## config.mk

```make
export PLATFORM = sky130hd
export DESIGN_NAME = k_way_sorted_run_merge_core_flat
export DESIGN_NICKNAME = d
export VERILOG_FILES = /design/src/sv/kwm_pkg.sv /design/src/sv/kwm_channels.sv /design/src/sv/kwm_head_scan.sv /design/src/sv/k_way_sorted_run_merge_core.sv /design/src/flat_wrapper.sv
export SDC_FILE = /design/constraint.sdc
export NUM_CORES = 1
export LEC_CHECK = 0
export BUFFER_PORTS_ARGS = -buffer_cell sky130_fd_sc_hd__buf_2
export CELL_PAD_IN_SITES_DETAIL_PLACEMENT = 0
export CELL_PAD_IN_SITES_GLOBAL_PLACEMENT = 1
export CORE_MARGIN = 2
export CORE_UTILIZATION = 57
export CTS_CLUSTER_SIZE = 24
export DETAILED_ROUTE_END_ITERATION = 6
export PLACE_DENSITY = 0.84
export SYNTH_ARGS = -nofsm -noshare
export SYNTH_HDL_FRONTEND = slang
export SYNTH_HIERARCHICAL = 1
export SYNTH_SLANG_ARGS = --single-unit
```

## constraint.sdc

```tcl
create_clock -name clock -period 12.9 [get_ports clock]
set_input_delay 1.935 -clock clock [delete_from_list [all_inputs] [get_ports clock]]
set_output_delay 1.935 -clock clock [all_outputs]
set_load 0.05 [all_outputs]
```

## src/sv/kwm_pkg.sv

```systemverilog
// Shared widths and types for the k-way sorted run merge block.
package kwm_pkg;

   localparam int CFG_W   = 4;
   localparam int RUN_W   = 3;
   localparam int VALUE_W = 32;

   typedef struct packed {
      logic                      done;
      logic                      found;
      logic [RUN_W-1:0]          run;
      logic signed [VALUE_W-1:0] value;
   } scan_result_type;

endpackage

```

## src/sv/kwm_channels.sv

```systemverilog
// Request, response and register-write channel interfaces for the run merge block.
interface kwm_req_if;
   logic                               valid;
   logic                               ready;
   logic [kwm_pkg::RUN_W-1:0]          run_index;
   logic signed [kwm_pkg::VALUE_W-1:0] head_value;
   logic                               run_ended;

   modport source (output valid, run_index, head_value, run_ended, input ready);
   modport sink (input valid, run_index, head_value, run_ended, output ready);
endinterface

interface kwm_rsp_if;
   logic                               valid;
   logic                               ready;
   logic signed [kwm_pkg::VALUE_W-1:0] min_value;
   logic                               min_valid;
   logic [kwm_pkg::RUN_W-1:0]          refill_run;
   logic                               merge_done;
   logic                               order_error;

   modport source (output valid, min_value, min_valid, refill_run, merge_done, order_error,
                   input ready);
   modport sink (input valid, min_value, min_valid, refill_run, merge_done, order_error,
                 output ready);
endinterface

interface kwm_csr_if;
   logic                      valid;
   logic                      ready;
   logic [kwm_pkg::CFG_W-1:0] runs_in_use;

   modport source (output valid, runs_in_use, input ready);
   modport sink (input valid, runs_in_use, output ready);
endinterface

```

## src/sv/kwm_head_scan.sv

```systemverilog
// Head memory with a single compare unit that scans the live heads for the minimum.
module kwm_head_scan #(
   parameter int RUN_COUNT = 8,
   parameter int IDX_W     = 3
) (
   input  logic                               clock,
   input  logic                               reset,
   input  logic                               start,
   input  logic [kwm_pkg::CFG_W-1:0]          count,
   input  logic [RUN_COUNT-1:0]               live,
   input  logic                               wr_en,
   input  logic [IDX_W-1:0]                   wr_addr,
   input  logic signed [kwm_pkg::VALUE_W-1:0] wr_data,
   output kwm_pkg::scan_result_type           result
);

   logic signed [kwm_pkg::VALUE_W-1:0] head_mem [RUN_COUNT];

   logic                               busy_ff, busy_in;
   logic [kwm_pkg::CFG_W-1:0]          sidx_ff, sidx_in;
   logic                               rd_valid_ff;
   logic                               rd_last_ff;
   logic [kwm_pkg::CFG_W-1:0]          rd_idx_ff;
   logic signed [kwm_pkg::VALUE_W-1:0] rd_data_ff;
   logic                               found_ff, found_in;
   logic [kwm_pkg::RUN_W-1:0]          best_run_ff, best_run_in;
   logic signed [kwm_pkg::VALUE_W-1:0] best_val_ff, best_val_in;
   logic                               done_ff;
   logic                               last_rd;
   logic                               take;

   assign last_rd = (sidx_ff == count - kwm_pkg::CFG_W'(1));
   assign take    = rd_valid_ff && live[IDX_W'(rd_idx_ff)]
                    && (!found_ff || (rd_data_ff < best_val_ff));

   always_comb begin
      busy_in     = busy_ff;
      sidx_in     = sidx_ff;
      found_in    = found_ff;
      best_run_in = best_run_ff;
      best_val_in = best_val_ff;
      if (start) begin
         busy_in  = 1'b1;
         sidx_in  = '0;
         found_in = 1'b0;
      end else begin
         if (busy_ff) begin
            if (last_rd) begin
               busy_in = 1'b0;
            end else begin
               sidx_in = sidx_ff + kwm_pkg::CFG_W'(1);
            end
         end
         if (take) begin
            found_in    = 1'b1;
            best_run_in = kwm_pkg::RUN_W'(rd_idx_ff);
            best_val_in = rd_data_ff;
         end
      end
   end

   always_ff @(posedge clock) begin
      if (wr_en) begin
         head_mem[wr_addr] <= wr_data;
      end
   end

   always_ff @(posedge clock) begin
      if (busy_ff) begin
         rd_data_ff <= head_mem[IDX_W'(sidx_ff)];
      end
   end

   always_ff @(posedge clock) begin
      if (reset) begin
         busy_ff     <= 1'b0;
         rd_valid_ff <= 1'b0;
         rd_last_ff  <= 1'b0;
         done_ff     <= 1'b0;
         found_ff    <= 1'b0;
      end else begin
         busy_ff     <= busy_in;
         rd_valid_ff <= busy_ff && !start;
         rd_last_ff  <= busy_ff && !start && last_rd;
         done_ff     <= rd_valid_ff && rd_last_ff && !start;
         found_ff    <= found_in;
      end
      sidx_ff     <= sidx_in;
      rd_idx_ff   <= sidx_ff;
      best_run_ff <= best_run_in;
      best_val_ff <= best_val_in;
   end

   assign result.done  = done_ff;
   assign result.found = found_ff;
   assign result.run   = best_run_ff;
   assign result.value = best_val_ff;

endmodule

```

## src/sv/k_way_sorted_run_merge_core.sv

```systemverilog
// Top level of the k-way sorted run merge: request control, live flags and response register.
// Fill and out-of-order requests: response registered and presented in the cycle after the request is taken.
// Requests that trigger a minimum search: response registered once the search is done, after the
// one-entry-per-cycle scan of the n runs in use in the head memory through a single comparator.
// A new request is taken when no search runs, no register write is offered and the response slot is free or draining.
// Synchronous active-high reset: fill phase, no live heads, runs_in_use = 8.
module k_way_sorted_run_merge_core #(
   parameter int RUN_COUNT = 8
) (
   input  logic        clock,
   input  logic        reset,
   kwm_req_if.sink     req_bus,
   kwm_rsp_if.source   rsp_bus,
   kwm_csr_if.sink     csr_bus
);

   localparam int IDX_W = $clog2(RUN_COUNT);
   localparam logic [kwm_pkg::CFG_W-1:0] RUN_CAP =
      kwm_pkg::CFG_W'((RUN_COUNT > 15) ? 15 : RUN_COUNT);

   typedef enum logic {
      ST_IDLE,
      ST_SCAN
   } state_type;

   typedef enum logic {
      PH_FILL,
      PH_MERGE
   } phase_type;

   state_type                          state_ff, state_in;
   phase_type                          phase_ff, phase_in;
   logic [kwm_pkg::CFG_W-1:0]          runs_ff, runs_in;
   logic [kwm_pkg::CFG_W-1:0]          fill_ff, fill_in;
   logic [kwm_pkg::RUN_W-1:0]          awaited_ff, awaited_in;
   logic [RUN_COUNT-1:0]               live_ff, live_in;
   logic                               rsp_valid_ff, rsp_valid_in;
   logic signed [kwm_pkg::VALUE_W-1:0] rsp_value_ff, rsp_value_in;
   logic                               rsp_min_valid_ff, rsp_min_valid_in;
   logic [kwm_pkg::RUN_W-1:0]          rsp_run_ff, rsp_run_in;
   logic                               rsp_done_ff, rsp_done_in;
   logic                               rsp_error_ff, rsp_error_in;

   logic [kwm_pkg::CFG_W-1:0]          n_active;
   logic [kwm_pkg::CFG_W-1:0]          fill_next;
   logic                               csr_take;
   logic                               req_take;
   logic                               req_bad;
   logic                               rsp_load;
   logic                               scan_start;
   logic                               wr_en;
   kwm_pkg::scan_result_type           scan_res;

   assign n_active = (runs_ff == '0) ? kwm_pkg::CFG_W'(1)
                   : ((runs_ff > RUN_CAP) ? RUN_CAP : runs_ff);
   assign fill_next = fill_ff + kwm_pkg::CFG_W'(1);

   assign csr_bus.ready = (state_ff == ST_IDLE);
   assign req_bus.ready = (state_ff == ST_IDLE) && !csr_bus.valid
                          && (!rsp_valid_ff || rsp_bus.ready);
   assign csr_take = csr_bus.valid && csr_bus.ready;
   assign req_take = req_bus.valid && req_bus.ready;
   assign req_bad  = (req_bus.run_index != awaited_ff)
                     || ({1'b0, req_bus.run_index} >= n_active);
   assign wr_en    = req_take && !req_bad && !req_bus.run_ended;

   always_comb begin
      state_in         = state_ff;
      phase_in         = phase_ff;
      runs_in          = runs_ff;
      fill_in          = fill_ff;
      awaited_in       = awaited_ff;
      live_in          = live_ff;
      rsp_load         = 1'b0;
      scan_start       = 1'b0;
      rsp_value_in     = rsp_value_ff;
      rsp_min_valid_in = rsp_min_valid_ff;
      rsp_run_in       = rsp_run_ff;
      rsp_done_in      = rsp_done_ff;
      rsp_error_in     = rsp_error_ff;
      if (csr_take) begin
         runs_in    = csr_bus.runs_in_use;
         phase_in   = PH_FILL;
         fill_in    = '0;
         awaited_in = '0;
         live_in    = '0;
      end else if (req_take) begin
         if (req_bad) begin
            rsp_load         = 1'b1;
            rsp_value_in     = '0;
            rsp_min_valid_in = 1'b0;
            rsp_run_in       = awaited_ff;
            rsp_done_in      = 1'b0;
            rsp_error_in     = 1'b1;
         end else begin
            live_in[IDX_W'(req_bus.run_index)] = !req_bus.run_ended;
            if ((phase_ff == PH_FILL) && (fill_next < n_active)) begin
               fill_in          = fill_next;
               awaited_in       = kwm_pkg::RUN_W'(fill_next);
               rsp_load         = 1'b1;
               rsp_value_in     = '0;
               rsp_min_valid_in = 1'b0;
               rsp_run_in       = kwm_pkg::RUN_W'(fill_next);
               rsp_done_in      = 1'b0;
               rsp_error_in     = 1'b0;
            end else begin
               if (phase_ff == PH_FILL) begin
                  fill_in = fill_next;
               end
               scan_start = 1'b1;
               state_in   = ST_SCAN;
            end
         end
      end else if ((state_ff == ST_SCAN) && scan_res.done) begin
         state_in         = ST_IDLE;
         rsp_load         = 1'b1;
         rsp_error_in     = 1'b0;
         if (scan_res.found) begin
            phase_in         = PH_MERGE;
            awaited_in       = scan_res.run;
            rsp_value_in     = scan_res.value;
            rsp_min_valid_in = 1'b1;
            rsp_run_in       = scan_res.run;
            rsp_done_in      = 1'b0;
         end else begin
            phase_in         = PH_FILL;
            fill_in          = '0;
            awaited_in       = '0;
            live_in          = '0;
            rsp_value_in     = '0;
            rsp_min_valid_in = 1'b0;
            rsp_run_in       = '0;
            rsp_done_in      = 1'b1;
         end
      end
      rsp_valid_in = rsp_load ? 1'b1 : (rsp_bus.ready ? 1'b0 : rsp_valid_ff);
   end

   always_ff @(posedge clock) begin
      if (reset) begin
         state_ff     <= ST_IDLE;
         phase_ff     <= PH_FILL;
         runs_ff      <= kwm_pkg::CFG_W'(8);
         fill_ff      <= '0;
         awaited_ff   <= '0;
         live_ff      <= '0;
         rsp_valid_ff <= 1'b0;
      end else begin
         state_ff     <= state_in;
         phase_ff     <= phase_in;
         runs_ff      <= runs_in;
         fill_ff      <= fill_in;
         awaited_ff   <= awaited_in;
         live_ff      <= live_in;
         rsp_valid_ff <= rsp_valid_in;
      end
      rsp_value_ff     <= rsp_value_in;
      rsp_min_valid_ff <= rsp_min_valid_in;
      rsp_run_ff       <= rsp_run_in;
      rsp_done_ff      <= rsp_done_in;
      rsp_error_ff     <= rsp_error_in;
   end

   kwm_head_scan #(
      .RUN_COUNT (RUN_COUNT),
      .IDX_W     (IDX_W)
   ) u_head_scan (
      .clock   (clock),
      .reset   (reset),
      .start   (scan_start),
      .count   (n_active),
      .live    (live_ff),
      .wr_en   (wr_en),
      .wr_addr (IDX_W'(req_bus.run_index)),
      .wr_data (req_bus.head_value),
      .result  (scan_res)
   );

   assign rsp_bus.valid       = rsp_valid_ff;
   assign rsp_bus.min_value   = rsp_value_ff;
   assign rsp_bus.min_valid   = rsp_min_valid_ff;
   assign rsp_bus.refill_run  = rsp_run_ff;
   assign rsp_bus.merge_done  = rsp_done_ff;
   assign rsp_bus.order_error = rsp_error_ff;

`ifndef SYNTH
   a_done_in_scan: assert property (@(posedge clock) disable iff (reset)
      scan_res.done |-> (state_ff == ST_SCAN))
      else $error("search result outside of a search");

   a_min_is_live: assert property (@(posedge clock) disable iff (reset)
      (scan_res.done && scan_res.found) |-> live_ff[IDX_W'(scan_res.run)])
      else $error("emitted minimum from a retired run");

   a_done_restarts: assert property (@(posedge clock) disable iff (reset)
      ((state_ff == ST_SCAN) && scan_res.done && !scan_res.found)
      |=> ((live_ff == '0) && (fill_ff == '0) && (phase_ff == PH_FILL)))
      else $error("merge end did not restart the fill");

   a_slot_free_at_search_end: assert property (@(posedge clock) disable iff (reset)
      ((state_ff == ST_SCAN) && scan_res.done) |-> !rsp_valid_ff)
      else $error("search finished with the response slot occupied");
`endif

endmodule

```

## src/flat_wrapper.sv

```systemverilog
// flat-port wrapper written by rule: the top's interface ports become plain ports
module k_way_sorted_run_merge_core_flat 
#(
   parameter int RUN_COUNT = 8
)
  (clock, reset, req_bus_valid, req_bus_run_index, req_bus_head_value, req_bus_run_ended, req_bus_ready, rsp_bus_valid, rsp_bus_min_value, rsp_bus_min_valid, rsp_bus_refill_run, rsp_bus_merge_done, rsp_bus_order_error, rsp_bus_ready, csr_bus_valid, csr_bus_runs_in_use, csr_bus_ready);
  kwm_req_if req_bus_i ();
  kwm_rsp_if rsp_bus_i ();
  kwm_csr_if csr_bus_i ();
  input  logic clock;
  input  logic reset;
  input wire logic [$bits(req_bus_i.valid)-1:0] req_bus_valid;
  input wire logic [$bits(req_bus_i.run_index)-1:0] req_bus_run_index;
  input wire logic [$bits(req_bus_i.head_value)-1:0] req_bus_head_value;
  input wire logic [$bits(req_bus_i.run_ended)-1:0] req_bus_run_ended;
  output wire logic [$bits(req_bus_i.ready)-1:0] req_bus_ready;
  output wire logic [$bits(rsp_bus_i.valid)-1:0] rsp_bus_valid;
  output wire logic [$bits(rsp_bus_i.min_value)-1:0] rsp_bus_min_value;
  output wire logic [$bits(rsp_bus_i.min_valid)-1:0] rsp_bus_min_valid;
  output wire logic [$bits(rsp_bus_i.refill_run)-1:0] rsp_bus_refill_run;
  output wire logic [$bits(rsp_bus_i.merge_done)-1:0] rsp_bus_merge_done;
  output wire logic [$bits(rsp_bus_i.order_error)-1:0] rsp_bus_order_error;
  input wire logic [$bits(rsp_bus_i.ready)-1:0] rsp_bus_ready;
  input wire logic [$bits(csr_bus_i.valid)-1:0] csr_bus_valid;
  input wire logic [$bits(csr_bus_i.runs_in_use)-1:0] csr_bus_runs_in_use;
  output wire logic [$bits(csr_bus_i.ready)-1:0] csr_bus_ready;
  assign req_bus_i.valid = req_bus_valid;
  assign req_bus_i.run_index = req_bus_run_index;
  assign req_bus_i.head_value = req_bus_head_value;
  assign req_bus_i.run_ended = req_bus_run_ended;
  assign req_bus_ready = req_bus_i.ready;
  assign rsp_bus_valid = rsp_bus_i.valid;
  assign rsp_bus_min_value = rsp_bus_i.min_value;
  assign rsp_bus_min_valid = rsp_bus_i.min_valid;
  assign rsp_bus_refill_run = rsp_bus_i.refill_run;
  assign rsp_bus_merge_done = rsp_bus_i.merge_done;
  assign rsp_bus_order_error = rsp_bus_i.order_error;
  assign rsp_bus_i.ready = rsp_bus_ready;
  assign csr_bus_i.valid = csr_bus_valid;
  assign csr_bus_i.runs_in_use = csr_bus_runs_in_use;
  assign csr_bus_ready = csr_bus_i.ready;
  k_way_sorted_run_merge_core #(.RUN_COUNT(RUN_COUNT)) u_core (.clock(clock), .reset(reset), .req_bus(req_bus_i), .rsp_bus(rsp_bus_i), .csr_bus(csr_bus_i));
endmodule
```

==> reports/results.txt, run 1 <==
outcome: finished, final reports clean
buffers inserted by post-CTS timing repair: 0
GRT Util Overall: 0.195
die area: 29100 um^2
routed vias: 7733
hold depth: 0
EDFF count, synth: 361
mean number of vias per cell: 5.78
Crit. End Element: register
Sequential Power Share: 0.490
Final Hold Vio Count: 0
max incr delay on CP: 0.77 ns
TritonCTS buffer count: 40
pin count of the biggest net entering global routing: 70
CP required: 13.07 ns
Pwr Density: 170 nW/um^2
worst hold path type: register to register
post-CTS sizing: 0
GR Overflow Total: 0
number of DRC markers in iteration 0: 579
most frequent cells in the layout: edfxtp_1 (361), buf_2 (85), mux4_2 (66)
Mapped Nets: 936
CTS tree: yes
Arr. time, crit path: 5.09 ns
relative slew slack: 0.187
worst-margin pin slew: 1.22 ns
Buf/Inv on CP: 4
# rows: 60
drt first pass iters: 4
nets@finish: 1029
share of cells above drive strength 1: 0.269
fmax: 203 MHz
critical setup path kind: input pin to register
clock-pin slew on the worst setup and hold paths: 0.05 ns
Die W: 170 um
Cell Area, Synth: 15800 um^2
slowest CP cell: o311ai_4
Clock power frac: 0.341
r2r setup slk: 8.98 ns
DRT antenna net count: 0
Async S/R FF share, synth: 0
post-place instance area: 16600 um^2
first-pass GRT wire length: 43000 um
r2r worst-path depth: 11
Pint: 2.29 mW
FF+latch count, synth: 395
I/O pins: 86
htree depth: 2
CP Max Fanout: 25
Setup Total Neg Slack: 0 ns
Seq/Total Area, Yosys: 0.729
Avg Inst Size Synth: 18.6 um^2
most common cell after layout, fill and taps aside: edfxtp_1
DRC viols: 0
WL final: 27500 um
vias in the first global route: 7620
Syn Inst Count: 851
Crit path max-delay family: simple AND/OR/NAND/NOR gates
clk_lat worst skew: 0.51 ns
Max Clock Skew: 0.0182 ns
initial antenna violation count: 0
Switching Power: 0.718 mW
fin crit share: 0.381
CTS sink count: 395
initial cell density of the core: 0.583
core area: 27100 um^2
Leak: 6.16 nW
final slew viol count: 0
critical path launch point type: input pin
ys flop type: edfxtp_1
HPWL Detailed: 16700 um
clk buf depth: 3
Avg WL per Cell: 20.5 um
M1 wire length: 12600 um
switching fraction of total power: 0.238
max_cap viols: 0
post-route cell area: 17700 um^2
area grow syn2layout: 12.2%
number of cells on the critical path: 11
maximum vdd ir drop: 0.000141 V
Die H: 170 um
most used cell, CP: inv_1
RSZ-0062 raised after global routing: false
Comb pwr share: 0.169
final setup fails: 0
YS warnings: 6
RePlAce Congestion: 0.778
crit path cell chain: buf_2, inv_1, ha_1, nand2b_1, a211oi_2, o311ai_4, nor2_1, inv_1, nand2_1, and4bb_1, buf_4
input/output buffers: 85
ant diodes: 0
root buf cell: clkbuf_16
met2 WL: 13000 um
routed wl met3: 1430 um
fin crit period: 4.92 ns
Netlist cell types: 58
top sig layer: met4
CTS Hold Bufs: 0
[layer usage]
| layer | up-vias | global-route usage |
|---|---|---|
| met1 | 3910 | 0.292 |
| met3 | 33 | 0.0309 |
| li1 | 3585 | - |
| met2 | 205 | 0.307 |
| met5 | - | 0 |
| met4 | 0 | 0.0435 |
[state kept, by name, summed over array words and instances, names as in the netlist, 3 cells and up]
| register | flops |
|---|---|
| u_core/fill_ff | 4 |
| u_core/runs_ff | 4 |
| u_core/u_head_scan/rd_idx_ff | 3 |
| u_core/u_head_scan/best_run_ff | 3 |
| u_core/u_head_scan/rd_data_ff | 32 |
| u_core/live_ff | 8 |
| u_core/rsp_bus.min_value | 32 |
| u_core/awaited_ff | 3 |
| u_core/u_head_scan/sidx_ff | 4 |
| u_core/u_head_scan/best_val_ff | 32 |
| u_core/rsp_bus.refill_run | 3 |
| u_core/u_head_scan/head_mem | 256 |
[logic make-up after synthesis]
family                   count (synthesis)  synth area share
flip-flops                             395             0.729
AND/OR/NAND/NOR                        136            0.0483
multiplexers                           107             0.123
buffers and inverters                   82            0.0248
AO/OA/AOI/OAI                           77            0.0355
adder cells (fa/ha/maj)                 40            0.0317
XOR/XNOR                                14           0.00776
[final cells by class]
class / count / area [um^2]
Multi-Input combinational cell: 374 / 3950
Clock buffer: 48 / 1050
Tap cell: 372 / 465
Clock inverter: 17 / 103
Timing Repair Buffer: 92 / 478
Inverter: 41 / 154
Sequential cell: 395 / 11500
Fill cell: 1845 / 9370
[path summary, 6_finish.rpt]
check	start	endpoint
setup / recovery	req_bus_run_index[0]	u_core/u_head_scan/best_val_ff[14]
setup reg to reg	u_core/runs_ff[1]	u_core/u_head_scan/best_val_ff[14]
hold / removal	u_core/u_head_scan/rd_data_ff[11]	u_core/u_head_scan/best_val_ff[11]
hold reg to reg	u_core/u_head_scan/rd_data_ff[11]	u_core/u_head_scan/best_val_ff[11]
[synthesized netlist by cell type, types with 3 or more instances]
| cell | number | share of area |
|---|---|---|
| o21ai_0 | 8 | 0.0025 |
| nor3_1 | 4 | 0.0013 |
| or4_1 | 8 | 0.0038 |
| inv_1 | 41 | 0.0097 |
| ha_1 | 40 | 0.032 |
| buf_6 | 6 | 0.0043 |
| xnor2_1 | 3 | 0.0017 |
| a21oi_1 | 24 | 0.0076 |
| a211o_1 | 4 | 0.0022 |
| nand2b_1 | 7 | 0.0028 |
| xor2_1 | 11 | 0.0061 |
| o311ai_0 | 8 | 0.0044 |
| a211oi_1 | 4 | 0.0019 |
| nand3_1 | 10 | 0.0032 |
| buf_2 | 9 | 0.0029 |
| nor2b_1 | 4 | 0.0016 |
| nand2_1 | 19 | 0.0045 |
| and2_1 | 4 | 0.0016 |
| nand4_1 | 8 | 0.0032 |
| and3_1 | 35 | 0.014 |
| o21a_1 | 3 | 0.0014 |
| buf_4 | 3 | 0.0014 |
| dfxtp_1 | 34 | 0.043 |
| a221oi_1 | 3 | 0.0017 |
| clkbuf_1 | 19 | 0.0045 |
| nor2_1 | 25 | 0.0059 |
| mux2i_1 | 8 | 0.0051 |
| mux4_2 | 66 | 0.094 |
| edfxtp_1 | 361 | 0.69 |
| a22oi_1 | 3 | 0.0014 |
| mux2_2 | 33 | 0.024 |
| buf_1 | 3 | 0.00071 |
[metrics by stage]
step	util	hold WS (ns)	worst slack [ns]	total power, mW	std cells
3_5_place_dp	0.612	0.439	7.49	2.01	1274
4_1_cts	0.654	0.453	8.03	3.04	1339
2_1_floorplan	-	0.329	6.84	1.89	851
3_3_place_gp	0.612	0.437	7.60	2.01	1274
5_1_grt	0.654	0.469	7.74	3.12	1339
6_report	0.654	0.451	7.98	3.01	1339
[power groups by stage]
stage / Clock, mW / Sequential [mW] / Combinational (mW)
floorplan: 0 / 1.49 / 0.406
global route: 1.10 / 1.48 / 0.540
global placement: 0 / 1.50 / 0.503
CTS: 1.05 / 1.48 / 0.513
finish: 1.03 / 1.47 / 0.508
detailed placement: 0 / 1.50 / 0.507
(Power assumes the default switching activity.)
==> run 2, diff against run 1 <==
--- a/config.mk
+++ b/config.mk
@@ -9,10 +9,10 @@
 export CELL_PAD_IN_SITES_DETAIL_PLACEMENT = 0
 export CELL_PAD_IN_SITES_GLOBAL_PLACEMENT = 1
 export CORE_MARGIN = 2
-export CORE_UTILIZATION = 57
+export CORE_UTILIZATION = 53
 export CTS_CLUSTER_SIZE = 24
 export DETAILED_ROUTE_END_ITERATION = 6
-export PLACE_DENSITY = 0.84
+export PLACE_DENSITY = 0.78
 export SYNTH_ARGS = -nofsm -noshare
 export SYNTH_HDL_FRONTEND = slang
 export SYNTH_HIERARCHICAL = 1
==> constraint.sdc (replaced) <==
create_clock -name clock -period 4.6 [get_ports clock]
set_input_delay 0.69 -clock clock [delete_from_list [all_inputs] [get_ports clock]]
set_output_delay 0.69 -clock clock [all_outputs]
set_load 0.05 [all_outputs]
==> run 2 against run 1 <==
  * Clock power rose to 3.0 times the previous value
  * Final cell count rose by 2.9%
  * Clock skew fell by 0.0055 ns
  * Critical endpoint is now u_core/u_head_scan/head_mem[0][8]
  * Wire length fell by 0.91%
  * Sequential cell count did not move
  * Die area rose by 7.4%
  * Global-route usage fell by 1.5 points
  * Highest routed layer unchanged
  * Total power rose to 2.9 times the previous value
  * Sequential power rose to 2.8 times the previous value
  * Core utilization fell by 4.4 points
  * Largest cell class unchanged
==> reports/results.txt, run 2 (synthesis results as in run 1) <==
Final Hold Vio Count: 0 (unchanged)
Leak: 6.29 nW (+2.1%)
CTS Hold Bufs: 0 (unchanged)
share of cells above drive strength 1: 0.282 (+0.0131)
DRT antenna net count: 0 (unchanged)
fin crit period: 3.43 ns
root buf cell: clkbuf_16
CTS sink count: 395 (unchanged)
relative slew slack: 0.234 (+0.0469)
most common cell after layout, fill and taps aside: edfxtp_1
RSZ-0062 raised after global routing: false
initial antenna violation count: 2 (+2)
routed vias: 7719 (-0.18%)
initial cell density of the core: 0.536 (-0.0471)
worst r2r src: u_core/runs_ff[1]
pin count of the biggest net entering global routing: 70 (unchanged)
Die W: 177 um (+3.6%)
# rows: 63 (+5.0%)
nets@finish: 1040 (+1.1%)
critical path launch point type: register
maximum vdd ir drop: 0.000309 V (+120%)
r2r worst-path depth: 10 (-1)
GRT Util Overall: 0.180 (-0.0149)
Crit Reg-Reg Endpoint: u_core/u_head_scan/head_mem[0][8]
clock-pin slew on the worst setup and hold paths: 0.06 ns (about the same)
most frequent cells in the layout: edfxtp_1 (361), buf_2 (85), mux4_2 (66)
Fillers: 2170 (+18%)
TritonCTS buffer count: 40 (unchanged)
CTS tree: yes
r2r setup slk: 1.17 ns (-7.81 ns)
die area: 31200 um^2 (+7.4%)
number of flip-flops in the largest register: 256 (unchanged)
drt first pass iters: 5 (+1)
Die H: 177 um (+3.6%)
mean number of vias per cell: 5.60 (-3.0%)
CP Max Fanout: 32 (+28%)
Max Clock Skew: 0.0126 ns (-0.00555 ns)
worst hold path type: input pin to register
final slew viol count: 0 (unchanged)
final setup fails: 0 (unchanged)
buffers inserted by post-CTS timing repair: 0 (unchanged)
Setup Total Neg Slack: 0 ns (unchanged)
CP required: 4.76 ns (-8.31 ns)
hold_sp: csr_bus_runs_in_use[3]
Avg WL per Cell: 19.7 um (-3.7%)
area grow syn2layout: 13.9%
fin crit share: 0.746
number of DRC markers in iteration 0: 612 (+5.7%)
Hold WS: 0.371 ns (-0.0799 ns)
clk_lat worst skew: 0.53 ns (+0.02 ns)
DRC viols: 0 (unchanged)
outcome: finished, final reports clean
Largest Register: u_core/u_head_scan/head_mem
core area: 29500 um^2 (+8.8%)
clk buf depth: 3 (unchanged)
Pwr Density: 484 nW/um^2 (+180%)
first-pass GRT wire length: 42700 um (-0.76%)
hold depth: 2 (+2)
critical setup path kind: register to register
Hold Path Sink: u_core/runs_ff[3]
Crit. End Element: register
I/O pins: 86 (unchanged)
fmax: 291 MHz
worst-margin pin slew: 1.14 ns (-0.0767 ns)
vias in the first global route: 7715 (+1.2%)
RePlAce Congestion: 0.756 (-2.8%)
Arr. time, crit path: 3.59 ns (-1.50 ns)
HPWL Detailed: 16800 um (+0.63%)
max_cap viols: 0 (unchanged)
htree depth: 2 (unchanged)
post-CTS sizing: 0 (unchanged)
input/output buffers: 85 (unchanged)
WL final: 27200 um (-0.91%)
GR Overflow Total: 0 (unchanged)
-- run 2: cell count changes in the layout (fill, tap and decap cells not counted), sizes merged --
cell	delta
buf	+11
clkbuf	+5
bufinv	+2
diode	+2
inv	+2
clkinvlp	-1
-- run 2: area by class of cell --
class,instances,area [um^2],area share
clock buffer,53,1090,0.0606
inverter,41,154,0.00855
sequential,395,11500,0.641
tap,390,488,0.0271
timing repair buffer,103,573,0.0319
antenna,2,5.00,0.000278
multi-input combinational,374,3960,0.220
clock inverter,20,189,0.0105
-- run 2: critical path, cell delays in order (launching register included) --
cell and delay [ns]:
dfxtp_1 0.32, o21ba_2 0.22, nor2_1 0.26, ha_1 0.29, nand2b_1 0.15, a211oi_2 0.36, o311ai_4 0.30, nor2_1 0.23
nand2b_1 0.26, nor3_4 0.18, buf_4 0.46
-- run 2: routing by layer --
layer | global-route usage | up-vias | wire [um]
li1 | - | 3616 | -
met1 | 0.266 | 3881 | 12600
met2 | 0.280 | 185 | 12900
met3 | 0.0271 | 37 | 1210
met4 | 0.0551 | 0 | 497
met5 | 0 | - | 0
-- run 2: worst max path at each step --
| stage | slack (ns) | start | to |
|---|---|---|---|
| final | 1.17 | u_core/runs_ff[1] | u_core/u_head_scan/head_mem[0][8] |
| after CTS | 1.18 | u_core/runs_ff[1] | u_core/u_head_scan/head_mem[0][15] |
| after global placement | 0.89 | req_bus_run_index[0] | u_core/u_head_scan/best_val_ff[14] |
| after detailed placement | 0.88 | req_bus_run_index[0] | u_core/u_head_scan/best_val_ff[8] |
| after global routing | 0.90 | u_core/runs_ff[1] | u_core/u_head_scan/best_val_ff[17] |
| after floorplan | 0.33 | req_bus_run_index[0] | u_core/rsp_bus.merge_done |
-- run 2: stage by stage --
stage          cell area, um^2  power (mW)  utilization  instances  setup slack, ns
2_1_floorplan            15800        5.31            -        851            0.327
3_3_place_gp             16700        5.67        0.567       1303            0.886
3_5_place_dp             16700        5.67        0.567       1303            0.875
4_1_cts                  18000        8.80        0.610       1376             1.18
5_1_grt                  18000        9.03        0.610       1377            0.903
6_report                 18000        8.70        0.610       1378             1.17
-- run 2: report_power, final --
group          internal, mW  switching (mW)
sequential             4.02          0.0535
clock                  1.84            1.27
combinational         0.750           0.764
==> run 3, diff against run 2 <==
==> constraint.sdc (replaced) <==
create_clock -name clock -period 3.46 [get_ports clock]
set_input_delay 0.519 -clock clock [delete_from_list [all_inputs] [get_ports clock]]
set_output_delay 0.519 -clock clock [all_outputs]
set_load 0.05 [all_outputs]
==> run 3 against run 2 <==
  * Sequential cell count did not move
  * Non-clock buffer count up 3
  * Clock-buffer cell count stayed put
  * Total power rose by 31%
  * Highest routed layer unchanged
  * Core utilization up 0.12 points
==> reports/results.txt, run 3 (synthesis results as in run 1) <==
max incr delay on CP: 0.36 ns (-0.10 ns)
I/O pins: 86 (unchanged)
Hold Path Sink: u_core/runs_ff[3]
GR Overflow Total: 0 (unchanged)
clk_lat worst skew: 0.51 ns (-0.02 ns)
first-pass GRT wire length: 42600 um (-0.26%)
clock-pin slew on the worst setup and hold paths: 0.06 ns (about the same)
routed vias: 7648 (-0.92%)
die area: 31200 um^2 (unchanged)
area grow syn2layout: 14.1%
HPWL Detailed: 16900 um (+0.78%)
post-CTS sizing: 0 (unchanged)
root buf cell: clkbuf_16
mean number of vias per cell: 5.56 (-0.78%)
initial cell density of the core: 0.536 (unchanged)
Crit. End Element: register
TritonCTS buffer count: 40 (unchanged)
nets@finish: 1043 (+0.29%)
RSZ-0062 raised after global routing: false
DRC viols: 0 (unchanged)
input/output buffers: 85 (unchanged)
hold depth: 2 (unchanged)
vias in the first global route: 7658 (-0.74%)
final setup fails: 0 (unchanged)
core area: 29500 um^2 (unchanged)
Largest Register: u_core/u_head_scan/head_mem
slowest CP cell: a211oi_2
worst-margin pin slew: 1.11 ns (-0.0254 ns)
hold_sp: csr_bus_runs_in_use[3]
CTS Hold Bufs: 0 (unchanged)
number of DRC markers in iteration 0: 636 (+3.9%)
number of flip-flops in the largest register: 256 (unchanged)
most frequent cells in the layout: edfxtp_1 (361), buf_2 (85), mux4_2 (66)
CTS tree: yes
maximum vdd ir drop: 0.000556 V (+80%)
r2r worst-path depth: 10 (unchanged)
r2r setup slk: 0.36 ns (-0.81 ns)
buffers inserted by post-CTS timing repair: 0 (unchanged)
CP Max Fanout: 32 (unchanged)
outcome: finished, final reports clean
critical path launch point type: register
Die H: 177 um (unchanged)
worst hold path type: input pin to register
Final Hold Vio Count: 0 (unchanged)
drt first pass iters: 4 (-1)
worst r2r src: u_core/runs_ff[1]
total chip power: 11.4 mW (+31%)
most common cell after layout, fill and taps aside: edfxtp_1
Die W: 177 um (unchanged)
fmax: 323 MHz (+11%)
max_cap viols: 0 (unchanged)
critical setup path kind: register to register
Arr. time, crit path: 3.29 ns (-0.30 ns)
clk buf depth: 3 (unchanged)
GRT Util Overall: 0.179 (-0.00100)
initial antenna violation count: 1 (-1)
post-place instance area: 16800 um^2 (+0.73%)
fin crit share: 0.895 (+0.149)
RePlAce Congestion: 0.768 (+1.6%)
Max Clock Skew: 0.0149 ns (+0.00234 ns)
DRT antenna net count: 0 (unchanged)
Leak: 6.28 nW (-0.24%)
htree depth: 2 (unchanged)
post-route cell area: 18000 um^2 (+0.20%)
Pwr Density: 631 nW/um^2 (+31%)
final slew viol count: 0 (unchanged)
share of cells above drive strength 1: 0.276 (-0.00581)
relative slew slack: 0.251 (+0.0171)
pin count of the biggest net entering global routing: 41 (-41%)
# rows: 63 (unchanged)
CTS sink count: 395 (unchanged)
fin crit period: 3.10 ns (-0.333 ns)
crit path cell chain: o21ba_2, nor2_1, ha_1, nand2b_1, a211oi_2, o311ai_4, nor2_1, nand2b_1, nor3_4, buf_12
Avg WL per Cell: 19.9 um (+0.63%)
WL final: 27300 um (+0.49%)
Crit Reg-Reg Endpoint: u_core/u_head_scan/head_mem[0][14]
CP required: 3.65 ns (-1.11 ns)
==> run 3: changes by cell type in the layout (fill, tap and decap cells not counted), moves of 2 or more <==
cell / change
buf_12: +8
buf_4: -5
clkbuf_1: +2
clkbuf_8: -2
clkinv_1: +3
clkinv_2: -3
clkinv_4: -3
==> run 3: how the worst max path moves through the flow <==
| stage | startpoint | to | slack, ns | depth (start not counted) |
|---|---|---|---|---|
| 4_1_cts | u_core/runs_ff[1] | u_core/u_head_scan/head_mem[0][12] | 0.36 | 10 |
| 3_3_place_gp | u_core/runs_ff[1] | u_core/u_head_scan/head_mem[0][8] | 0.45 | 10 |
| 5_1_grt | u_core/runs_ff[1] | u_core/u_head_scan/head_mem[0][14] | 0.13 | 10 |
| 2_1_floorplan | u_core/runs_ff[1] | u_core/u_head_scan/head_mem[1][0] | -0.48 | 11 |
| 3_5_place_dp | u_core/runs_ff[1] | u_core/u_head_scan/head_mem[0][8] | 0.37 | 10 |
| 6_report | u_core/runs_ff[1] | u_core/u_head_scan/head_mem[0][14] | 0.36 | 10 |
==> run 3: worst max-delay path, delay by kind of cell (launching register included) <==
| family | cells | cell delay [ns] |
|---|---|---|
| AO/OA/AOI/OAI | 3 | 0.80 |
| adder cells (fa/ha/maj) | 1 | 0.29 |
| buffers and inverters | 1 | 0.27 |
| flip-flops | 1 | 0.32 |
| AND/OR/NAND/NOR | 5 | 1.07 |
==> run 3: routing by layer <==
metal | track usage | vias to the layer above | wire (um)
li1 | - | 3616 | -
met3 | 0.0284 | 36 | 1160
met1 | 0.267 | 3832 | 13100
met2 | 0.280 | 164 | 12600
met5 | 0 | - | 0
met4 | 0.0441 | 0 | 481
==> run 3: final cells by class <==
type                    instances  area [um^2]
flip-flops and latches        395        11500
fillers                      2139        11500
multi-input cells             374         3960
clock buffers                  53         1070
repair buffers                106          696
well taps                     390          488
inverters                      41          154
clock inverters                16          125
diodes                          1         2.50
==> run 3: metrics by stage <==
step | TNS [ns] | utilization | cells | setup WS, ns | hold WS [ns]
finish | 0 | 0.611 | 1376 | 0.362 | 0.224
global route | 0 | 0.611 | 1376 | 0.129 | 0.216
CTS | 0 | 0.611 | 1375 | 0.355 | 0.209
detailed placement | 0 | 0.571 | 1306 | 0.372 | 0.441
global placement | 0 | 0.571 | 1306 | 0.454 | 0.437
floorplan | -114.75 | - | 851 | -0.483 | 0.329
==> run 3: power breakdown <==
group / switching, mW / internal [mW]
Clock: 1.62 / 2.32
Sequential: 0.100 / 5.35
Combinational: 0.984 / 1.01
Total: 2.71 / 8.67
